[config.mk]
export PLATFORM = sky130hd
export DESIGN_NAME = lru_cache_with_expiry_top
export DESIGN_NICKNAME = d
export VERILOG_FILES = /design/src/sv/lcx_pkg.sv /design/src/sv/lru_cache_with_expiry_top.sv /design/src/sv/lcx_lane.sv
export SDC_FILE = /design/constraint.sdc
export NUM_CORES = 2
export LEC_CHECK = 0
export BUFFER_PORTS_ARGS = -buffer_cell sky130_fd_sc_hd__buf_2
export CAP_MARGIN = 20
export CORE_MARGIN = 4
export CORE_UTILIZATION = 50
export CTS_BUF_LIST = sky130_fd_sc_hd__clkbuf_4 sky130_fd_sc_hd__clkbuf_8
export CTS_CLUSTER_SIZE = 10
export DETAILED_ROUTE_END_ITERATION = 12
export PLACE_DENSITY = 0.66
export SLEW_MARGIN = 40
export SYNTH_ARGS = -nofsm -noshare
export SYNTH_HDL_FRONTEND = slang
export SYNTH_HIERARCHICAL = 1
export SYNTH_SLANG_ARGS = --single-unit
[constraint.sdc]
create_clock -name aclk -period 10.9 [get_ports aclk]
set_clock_uncertainty 0.15 [all_clocks]
set_input_delay 0 -clock aclk [delete_from_list [all_inputs] [get_ports aclk]]
set_output_delay 0 -clock aclk [all_outputs]
set_load 0.02 [all_outputs]
[src/sv/lcx_pkg.sv]
package lcx_pkg;

    localparam int KEY_W     = 32;
    localparam int VAL_W     = 32;
    localparam int TIME_W    = 32;
    localparam int TTL_W     = 16;
    localparam int CAP_CFG_W = 4;

    localparam logic [CAP_CFG_W-1:0] CAP_RESET = 4'd8;
    localparam logic [TIME_W-1:0]    TIME_MAX  = 32'hFFFF_FFFF;

    typedef enum logic [1:0] {
        REQ_GET  = 2'd0,
        REQ_PUT  = 2'd1,
        REQ_TICK = 2'd2
    } req_t;

    // Broadcast to every entry for the request being processed
    typedef struct packed {
        logic              promote;
        logic              drop;
        logic              insert;
        logic              write;
        logic [KEY_W-1:0]  key;
        logic [VAL_W-1:0]  value;
        logic [TIME_W-1:0] expiry;
    } lcx_cmd_t;

    // Status of one entry
    typedef struct packed {
        logic              valid;
        logic              match;
        logic [VAL_W-1:0]  value;
        logic [TIME_W-1:0] expiry;
    } lcx_stat_t;

endpackage

[src/sv/lru_cache_with_expiry_top.sv]
// Fully associative key/value cache with LRU replacement and a lifetime per
// entry. Requests arrive on the s_ stream (tuser: 0 get, 1 put, 2 tick of the
// internal seconds counter) and each produces exactly one result beat on the
// m_ stream (tuser: found, tdata: value on a live hit, else zero). A request
// is taken into an input register and resolved when the result register is
// free or being read: all ENTRIES keys are compared in parallel, every entry
// updates its own LRU rank and the result register then holds the answer.
// Throughput is one request per clock while m_tready is high. While a result
// waits for m_tready the input register takes one more request and then
// holds s_tready low. Capacity may be changed through cfg_wr_en/cfg_wr_data
// only while the block is idle; zero counts as one and values above ENTRIES
// count as ENTRIES.
module lru_cache_with_expiry_top
    import lcx_pkg::*;
#(
    parameter int ENTRIES = 8
) (
    input  logic                 aclk,
    input  logic                 aresetn,
    input  logic                 s_tvalid,
    output logic                 s_tready,
    input  logic [79:0]          s_tdata,   // lookup_key[31:0], store_value[63:32],
                                            // lifetime[79:64]
    input  logic [1:0]           s_tuser,   // req_type[1:0]
    output logic                 m_tvalid,
    input  logic                 m_tready,
    output logic [31:0]          m_tdata,   // read_value[31:0]
    output logic                 m_tuser,   // found
    input  logic                 cfg_wr_en,
    input  logic [CAP_CFG_W-1:0] cfg_wr_data
);

    localparam int RANK_W = (ENTRIES > 1) ? $clog2(ENTRIES) : 1;
    localparam int OCC_W  = $clog2(ENTRIES + 1);
    localparam int CAP_W  = (OCC_W > CAP_CFG_W) ? OCC_W : CAP_CFG_W;

    logic [CAP_CFG_W-1:0] cap_reg;
    logic [TIME_W-1:0]    now_reg,  now_next;
    logic [OCC_W-1:0]     occ_reg,  occ_next;

    logic                 in_valid_reg;
    logic [1:0]           req_reg;
    logic [KEY_W-1:0]     key_reg;
    logic [VAL_W-1:0]     value_reg;
    logic [TTL_W-1:0]     ttl_reg;

    logic                 out_valid_reg;
    logic                 found_reg, found_next;
    logic [VAL_W-1:0]     rdata_reg, rdata_next;

    logic                 proc_fire;
    lcx_cmd_t             cmd;
    lcx_stat_t            lane_stat [ENTRIES];
    logic [RANK_W-1:0]    lane_rank [ENTRIES];
    logic [ENTRIES-1:0]   lane_valid, lane_match, evict_vec, free_vec, fill_vec;

    logic                 hit, hit_expired, need_evict;
    logic [RANK_W-1:0]    hit_rank, last_rank;
    logic [VAL_W-1:0]     hit_value;
    logic [TIME_W-1:0]    hit_expiry, new_expiry;
    logic [TIME_W:0]      expiry_sum;
    logic [CAP_W-1:0]     eff_cap, cap_ext;

    assign proc_fire = in_valid_reg && (!out_valid_reg || m_tready);
    assign s_tready  = !in_valid_reg || proc_fire;

    // input register
    always_ff @(posedge aclk) begin
        if (!aresetn) begin
            in_valid_reg <= 1'b0;
        end else if (s_tready) begin
            in_valid_reg <= s_tvalid;
        end
    end

    always_ff @(posedge aclk) begin
        if (s_tvalid && s_tready) begin
            req_reg   <= s_tuser;
            key_reg   <= s_tdata[31:0];
            value_reg <= s_tdata[63:32];
            ttl_reg   <= s_tdata[79:64];
        end
    end

    genvar gi;
    generate
        for (gi = 0; gi < ENTRIES; gi++) begin : g_lane
            lcx_lane #(
                .RANK_W (RANK_W)
            ) u_lane (
                .aclk     (aclk),
                .aresetn  (aresetn),
                .en       (proc_fire),
                .cmd      (cmd),
                .ref_rank (hit_rank),
                .sel      (lane_match[gi]),
                .evict    (evict_vec[gi]),
                .fill     (fill_vec[gi]),
                .stat     (lane_stat[gi]),
                .rank     (lane_rank[gi])
            );
            assign lane_valid[gi] = lane_stat[gi].valid;
            assign lane_match[gi] = lane_stat[gi].match;
        end
    endgenerate

    // keys are unique, so at most one lane matches: select by AND-OR
    always_comb begin
        hit_rank   = '0;
        hit_value  = '0;
        hit_expiry = '0;
        for (int i = 0; i < ENTRIES; i++) begin
            if (lane_match[i]) begin
                hit_rank   = hit_rank   | lane_rank[i];
                hit_value  = hit_value  | lane_stat[i].value;
                hit_expiry = hit_expiry | lane_stat[i].expiry;
            end
        end
    end

    assign hit         = |lane_match;
    assign hit_expired = now_reg > hit_expiry;

    assign cap_ext = CAP_W'(cap_reg);
    always_comb begin
        if (cap_reg == '0) begin
            eff_cap = CAP_W'(1);
        end else if (cap_ext > CAP_W'(ENTRIES)) begin
            eff_cap = CAP_W'(ENTRIES);
        end else begin
            eff_cap = cap_ext;
        end
    end

    assign need_evict = (CAP_W'(occ_reg) >= eff_cap) && (occ_reg != '0);
    assign last_rank  = RANK_W'(occ_reg - 1'b1);

    // the least recent entry holds the highest rank, occupancy minus one
    always_comb begin
        for (int i = 0; i < ENTRIES; i++) begin
            evict_vec[i] = need_evict && lane_valid[i] && (lane_rank[i] == last_rank);
        end
    end

    assign free_vec = ~(lane_valid & ~evict_vec);
    assign fill_vec = free_vec & (~free_vec + ENTRIES'(1));

    assign expiry_sum = {1'b0, now_reg} + (TIME_W + 1)'(ttl_reg);
    assign new_expiry = expiry_sum[TIME_W] ? TIME_MAX : expiry_sum[TIME_W-1:0];

    always_comb begin
        cmd         = '0;
        cmd.key     = key_reg;
        cmd.value   = value_reg;
        cmd.expiry  = new_expiry;
        found_next  = 1'b0;
        rdata_next  = '0;
        now_next    = now_reg;
        occ_next    = occ_reg;
        case (req_reg)
            REQ_GET: begin
                if (hit) begin
                    if (hit_expired) begin
                        cmd.drop = 1'b1;
                        occ_next = OCC_W'(occ_reg - 1'b1);
                    end else begin
                        cmd.promote = 1'b1;
                        found_next  = 1'b1;
                        rdata_next  = hit_value;
                    end
                end
            end
            REQ_PUT: begin
                if (hit) begin
                    cmd.promote = 1'b1;
                    cmd.write   = 1'b1;
                end else begin
                    cmd.insert = 1'b1;
                    if (!need_evict) begin
                        occ_next = OCC_W'(occ_reg + 1'b1);
                    end
                end
            end
            REQ_TICK: begin
                if (now_reg != TIME_MAX) begin
                    now_next = now_reg + 1'b1;
                end
            end
            default: begin
            end
        endcase
    end

    always_ff @(posedge aclk) begin
        if (!aresetn) begin
            cap_reg <= CAP_RESET;
        end else if (cfg_wr_en) begin
            cap_reg <= cfg_wr_data;
        end
    end

    always_ff @(posedge aclk) begin
        if (!aresetn) begin
            now_reg <= '0;
            occ_reg <= '0;
        end else if (proc_fire) begin
            now_reg <= now_next;
            occ_reg <= occ_next;
        end
    end

    // result register: hold until the beat is taken
    always_ff @(posedge aclk) begin
        if (!aresetn) begin
            out_valid_reg <= 1'b0;
        end else if (proc_fire) begin
            out_valid_reg <= 1'b1;
        end else if (m_tready) begin
            out_valid_reg <= 1'b0;
        end
    end

    always_ff @(posedge aclk) begin
        if (proc_fire) begin
            found_reg <= found_next;
            rdata_reg <= rdata_next;
        end
    end

    assign m_tvalid = out_valid_reg;
    assign m_tdata  = rdata_reg;
    assign m_tuser  = found_reg;

    a_occ_count: assert property (@(posedge aclk) disable iff (!aresetn)
        $countones(lane_valid) == int'(occ_reg))
        else $error("occupancy count disagrees with valid entries");

    a_unique_key: assert property (@(posedge aclk) disable iff (!aresetn)
        in_valid_reg |-> $onehot0(lane_match))
        else $error("more than one entry matches the key");

    a_fill_slot: assert property (@(posedge aclk) disable iff (!aresetn)
        (in_valid_reg && cmd.insert) |-> $onehot(fill_vec))
        else $error("insert without exactly one free slot");

    a_result_follows: assert property (@(posedge aclk) disable iff (!aresetn)
        proc_fire |=> out_valid_reg)
        else $error("processed request left no result beat");

endmodule

[src/sv/lcx_lane.sv]
module lcx_lane
    import lcx_pkg::*;
#(
    parameter int RANK_W = 3
) (
    input  logic              aclk,
    input  logic              aresetn,
    input  logic              en,
    input  lcx_cmd_t          cmd,
    input  logic [RANK_W-1:0] ref_rank,
    input  logic              sel,
    input  logic              evict,
    input  logic              fill,
    output lcx_stat_t         stat,
    output logic [RANK_W-1:0] rank
);

    logic              valid_reg,  valid_next;
    logic [KEY_W-1:0]  key_reg,    key_next;
    logic [VAL_W-1:0]  value_reg,  value_next;
    logic [TIME_W-1:0] expiry_reg, expiry_next;
    logic [RANK_W-1:0] rank_reg,   rank_next;

    always_comb begin
        valid_next  = valid_reg;
        key_next    = key_reg;
        value_next  = value_reg;
        expiry_next = expiry_reg;
        rank_next   = rank_reg;
        if (en) begin
            if (cmd.promote) begin
                if (sel) begin
                    rank_next = '0;
                    if (cmd.write) begin
                        value_next  = cmd.value;
                        expiry_next = cmd.expiry;
                    end
                end else if (valid_reg && rank_reg < ref_rank) begin
                    rank_next = RANK_W'(rank_reg + 1'b1);
                end
            end else if (cmd.drop) begin
                if (sel) begin
                    valid_next = 1'b0;
                end else if (valid_reg && rank_reg > ref_rank) begin
                    rank_next = RANK_W'(rank_reg - 1'b1);
                end
            end else if (cmd.insert) begin
                if (fill) begin
                    valid_next  = 1'b1;
                    key_next    = cmd.key;
                    value_next  = cmd.value;
                    expiry_next = cmd.expiry;
                    rank_next   = '0;
                end else if (evict) begin
                    valid_next = 1'b0;
                end else if (valid_reg) begin
                    // age every surviving entry behind the new one
                    rank_next = RANK_W'(rank_reg + 1'b1);
                end
            end
        end
    end

    always_ff @(posedge aclk) begin
        if (!aresetn) begin
            valid_reg <= 1'b0;
        end else begin
            valid_reg <= valid_next;
        end
    end

    always_ff @(posedge aclk) begin
        key_reg    <= key_next;
        value_reg  <= value_next;
        expiry_reg <= expiry_next;
        rank_reg   <= rank_next;
    end

    assign stat.valid  = valid_reg;
    assign stat.match  = valid_reg && (key_reg == cmd.key);
    assign stat.value  = value_reg;
    assign stat.expiry = expiry_reg;
    assign rank        = rank_reg;

endmodule
; Word-level counts from Yosys, hierarchy flattened
; Index checks and enable logic that the tools add are counted.
[word_totals]
register_bits = 957
latchBits = 0
mem_bits_rw = 0
mem_bits_ro = 0
in_bits = 91
out_inout_bits = 35
word_cells = 554
mem_count = 0
[op_classes]
addsub = 21
multipliers = 0
div_mod_pow = 0
magnitude_cmp = 19
n_eq_ne = 73
n_shift = 0
muxes = 244
bitwise = 30
reduce_logical = 116
[ops]
columns = op, count
row1 = $mux 32, 99
row2 = $or 32x32->32, 14
row3 = $mux 3, 88
row4 = $eq 32x32->1, 8
row5 = $reduce_and 5->1, 16
row6 = $reduce_and 7->1, 8
row7 = $reduce_and 6->1, 9
row8 = $ne 3x1->1 const B, 16
row9 = $mux 1, 47
row10 = $logic_and 1x1->1, 43
row11 = $reduce_bool 4->1, 9
row12 = $ne 2x1->1 const B, 17
row13 = $add 32x16->33, 1
row14 = $add 32x1->32 const B, 1
row15 = $gt 32x32->1, 1
row16 = $ne 32x32->1 const B, 1
row17 = $ne 4x4->1 const B, 8
row18 = $reduce_bool 3->1, 9
row19 = $add 3x1->3 const B, 8
row20 = $eq 3x3->1, 8
row21 = $gt 3x3->1, 8
row22 = $lt 3x3->1, 8
row23 = $mux 4, 6
row24 = $ne 3x3->1 const B, 8
row25 = other kinds (25), 62

; Logic depth before layout (Yosys ltp)
[logic_depth]
ltp_word = 23
depth_mapped = 23
mapped_depth_nobuf = 20

; Cells and area by module
; The synthesis kept the hierarchy.
[modules_own_cells]
columns = module, instances, cells_per_inst, area_per_inst_um2, seq_area_each_um2
row1 = lcx_lane (g_lane[0].u_lane ...), 7, 182, 3623.5, 2992.9
row2 = lru_cache_with_expiry_top, 1, 1100, 10805.4, 4294.1
row3 = lcx_lane (g_lane[4].u_lane), 1, 191, 3649.8, 2992.9

; Least setup slack after synthesis
; OpenSTA, ideal clock, no wires.
[synth_timing]
path_kind = reg2reg
from = register, netlist name key_reg[29]
to = register g_lane[0].u_lane.expiry_reg[0] (enable)
setup_time_ps = 506
arrival_time_ps = 9417
t_required_ps = 10244
path_slack_ps = 826
path_stages_with_launch = 21
path_buffers = 3
period_less_slack_ps = 10074
path_cell_list = edfxtp_1 -> xor2_1 -> nor4_1 -> nand4_1 -> nor3_1 -> clkbuf_1 -> buf_1 -> a22oi_1 -> and4_1 -> ha_1 -> nand4_1 -> nor4_1 -> nand4_1 -> a31oi_1 -> o32ai_1 -> nand2_1 -> clkbuf_1 -> o21ai_0 -> nor2_1 -> nand3_1 -> a21oi_1
[synth_rtl]
columns = item, line
row1 = to (signal assigned), lcx_lane.sv:75  ; expiry_reg <= expiry_next;
row2 = to (decl), lcx_lane.sv:21  ; logic [TIME_W-1:0] expiry_reg, expiry_next;

==> results.py <==
metrics = {
    "clocking": {
        "htreeDepth": 4,
        "clk_latency_ns": 0.81,
        "clock_sinks": 957,
        "root_buffer": "clkbuf_8",
        "post_cts.resized_instances": 0,
        "clk_pin_slew_ns": 0.06,
        "cts_inserted_buffers": 153,
        "tritoncts": "done",
        "clk_path_buf_depth": 3,
    },
    "finish": {
        "drive_gt1_share_pct": 15.0,
        "synthToLayoutAreaGrowth_pct": 18.1,
        "nNetsFinal": 3182,
        "final_util_pct": 59.5,
    },
    "synthesis": {
        "yosysSeqAreaShare_pct": 70.9,
        "async_flop_share_pct": 0,
        "yosys_warnings": 6,
        "synth_flop_cell": "edfxtp_1",
        "ys_types": 73,
        "syn-num-nets": 2752,
        "synth.cell_area_um2": 39800,
        "ys_ff_latch": 957,
        "synth_cells": 2565,
        "synth_area_per_cell_um2": 15.5,
        "synth_edf_count": 907,
    },
    "power": {
        "seq_power_share_pct": 55.9,
        "netSwitchingFraction_pct": 21.9,
        "leakage_nw": 15.6,
        "p_sw_w": 0.00161,
        "p_clk_share_pct": 41.1,
        "power.density_nw_per_um2": 157,
        "ir_worst_vdd_mv": 0.128,
        "combPwrFrac_pct": 3.0,
        "power.internal_w": 0.00575,
    },
    "die": {
        "die_area_um2": 84200,
        "initial_core_util_pct": 50.4,
        "chipWidth_um": 290,
        "ios": 126,
        "row_count": 103,
        "core_area_um2": 79000,
        "die_h_um": 290,
    },
    "route": {
        "drtPass1Iterations": 5,
        "post_drt_wl_per_cell_um": 23.0,
        "drc_errors": 0,
        "num_vias": 24300,
        "vias_per_cell": 5.83,
        "drtIter0Drc": 2043,
        "wl_mm": 95.9,
        "ant_nets": 0,
    },
    "sta": {
        "hold_violations": 0,
        "fin_crit_sh_pct": 77.3,
        "drv_slew": 0,
        "worst_slew_pin_slew_ns": 0.870,
        "rsz0062_at_grt": "false",
        "final.setup.tns_ns": 0,
        "setup_viol": 0,
        "fmax_ghz": 0.119,
        "slew_headroom_pct": 41.5,
        "fin_crit_ns": 8.43,
    },
    "critical_path": {
        "rrSetupSlack_ns": 2.47,
        "cp_cell_sequence": "xor2_1 -> nor4_1 -> nand4_1 -> nor3_2 -> buf_4 -> a22oi_1 -> and4_1 -> ha_1 -> nand4_1 -> nor4_1 -> nand4_1 -> a31oi_1 -> o32ai_2 -> nand2_1 -> buf_4 -> o21ai_4 -> buf_4 -> nor2_1 -> nand3_1 -> a21oi_4 -> buf_4 -> buf_4",
        "startpoint": "key_reg[10]",
        "crit_fanout": 48,
        "reg2reg_to": "g_lane[2].u_lane/value_reg[27]",
        "critical_path.top_delay_family": "simple AND/OR/NAND/NOR gates",
        "startpoint_type": "flop",
        "reg2reg_from": "key_reg[10]",
        "critPathCaptureType": "flop",
        "max_stage_delay_ns": 0.85,
        "r2r_cells": 22,
        "criticalPathCategory": "flop to flop",
        "crit_arrival_ns": 8.70,
        "critPathSlowestCell": "edfxtp_1",
        "cp_common_cell": "buf_4",
        "path_buf_inv": 5,
        "cp.required_ns": 11.17,
    },
    "placement": {
        "portBuffers": 125,
        "gp_congestion": 0.847,
        "dp_hpwl_mm": 55.3,
    },
    "global_routing": {
        "antenna_found_initial": 5,
        "grt_max_degree": 74,
        "grt_pass1_wl_mm": 147,
        "grt_usage_pct": 22.4,
        "grt-ovfl-total": 0,
        "grt_pass1_vias": 25000,
    },
    "run": {
        "drv_cap": 0,
    },
    "min_path": {
        "hp-class": "primary input to flop",
        "min-delay-start": "s_tdata[76]",
        "holdPathEnd": "ttl_reg[12]",
        "hold_depth": 3,
    },
    "status": {
        "status": "complete, no violations",
    },
}
==> stage by stage <==
| step | total power [W] | instance area, µm² | hold WS, ns | std cells | worst slack [ns] |
|---|---|---|---|---|---|
| 6_report | 0.00736 | 47000 | 0.269 | 4169 | 2.47 |
| 4_1_cts | 0.00743 | 47000 | 0.182 | 4166 | 2.48 |
| 3_3_place_gp | 0.00435 | 42000 | 0.0275 | 3693 | 2.41 |
| 5_1_grt | 0.00765 | 47000 | 0.240 | 4169 | 1.98 |
| 2_1_floorplan | 0.00427 | 39800 | -0.0511 | 2565 | 0.826 |
| 3_5_place_dp | 0.00436 | 42100 | 0.0281 | 3699 | 2.50 |
==> cells in the mapped netlist, types with 11 or more instances <==
master    instances  area [µm²]
a21boi_0         14         105
a21o_1           11        82.6
a21oi_1          60         300
a221oi_1         41         359
a22o_1           33         289
a22oi_1         204        1530
a31oi_1          46         288
and2_1           23         144
and4_1           37         324
buf_1            11        41.3
clkbuf_1         60         225
dfxtp_1          50        1000
edfxtp_1        907       27200
ha_1             95        1190
inv_1            73         274
mux2i_1          14         140
nand2_1          73         274
nand3_1          50         250
nand4_1          33         206
nor2_1           52         195
nor2b_1          29         181
nor3_1           32         160
nor4_1           58         363
o211ai_1         21         158
o21a_1           19         143
o21ai_0          38         190
o22ai_1          11        68.8
or3_1            21         131
xnor2_1          74         648
xor2_1          252        2210
==> cells in the final DEF (no fill, tap or decap), types with 58 or more instances in the layout <==
cell type	n
edfxtp_1	907
xor2_1	251
a22oi_1	204
dlygate4sd3_1	189
clkbuf_8	159
buf_2	125
ha_1	95
xnor2_1	74
nand2_1	73
inv_1	71
nor4_1	58
==> repair_timing <==
action                                  CTS  global route
hold endpoints to repair                170             0
buffers inserted                          0             0
endpoints found under the setup margin    0             0
hold buffers                            189             0
==> area by class of cell <==
cell class                      count  area [µm²]
Timing Repair Buffer              363        3030
Antenna cell                        1        2.50
Fill cell                        5920       32000
Multi-Input combinational cell   1447       11100
Clock buffer                      198        2480
Sequential cell                   957       28200
Tap cell                         1050        1310
Clock inverter                     80         557
Inverter                           73         274
==> cells by family (layout without fill, tap and decap cells) <==
group,after synthesis,in the layout,share of synthesized area [%]
mux,16,16,0.408
other cells,0,1,0
xor+xnor,326,326,7.17
compound gates,551,551,10.1
simple gates,458,458,6.70
buf+inv,161,714,1.67
fa+ha+maj,96,96,3.04
flops,957,957,70.9
==> tightest hold or removal path, cell delays in order <==
cell and delay [ns]:
dlygate4sd3_1 0.51, buf_2 0.09, dlygate4sd3_1 0.52
==> how the worst max path moves through the flow <==
stage,end,cells after the start
floorplan,g_lane[0].u_lane/expiry_reg[0],20
global placement,g_lane[3].u_lane/value_reg[10],21
detailed placement,g_lane[1].u_lane/expiry_reg[13],21
CTS,g_lane[1].u_lane/expiry_reg[16],21
global route,g_lane[2].u_lane/value_reg[23],22
finish,g_lane[2].u_lane/value_reg[27],22
==> power groups by stage <==
stage | sequential, W | clock [W] | combinational [W]
after floorplan | 0.00418 | 0 | 0.0000927
after global placement | 0.00419 | 0 | 0.000159
after detailed placement | 0.00420 | 0 | 0.000163
after CTS | 0.00412 | 0.00310 | 0.000217
after global routing | 0.00412 | 0.00329 | 0.000239
final | 0.00412 | 0.00303 | 0.000219
==> per-layer routing <==
layer	part of all wire, %	track usage (%)	routed length [µm]
met5	0.033	0	32
met4	2.6	8.26	2490
met3	6.5	4.33	6250
met2	49	37.3	47300
met1	42	29.5	39800
Note: power is estimated with default switching activity, not from simulation.
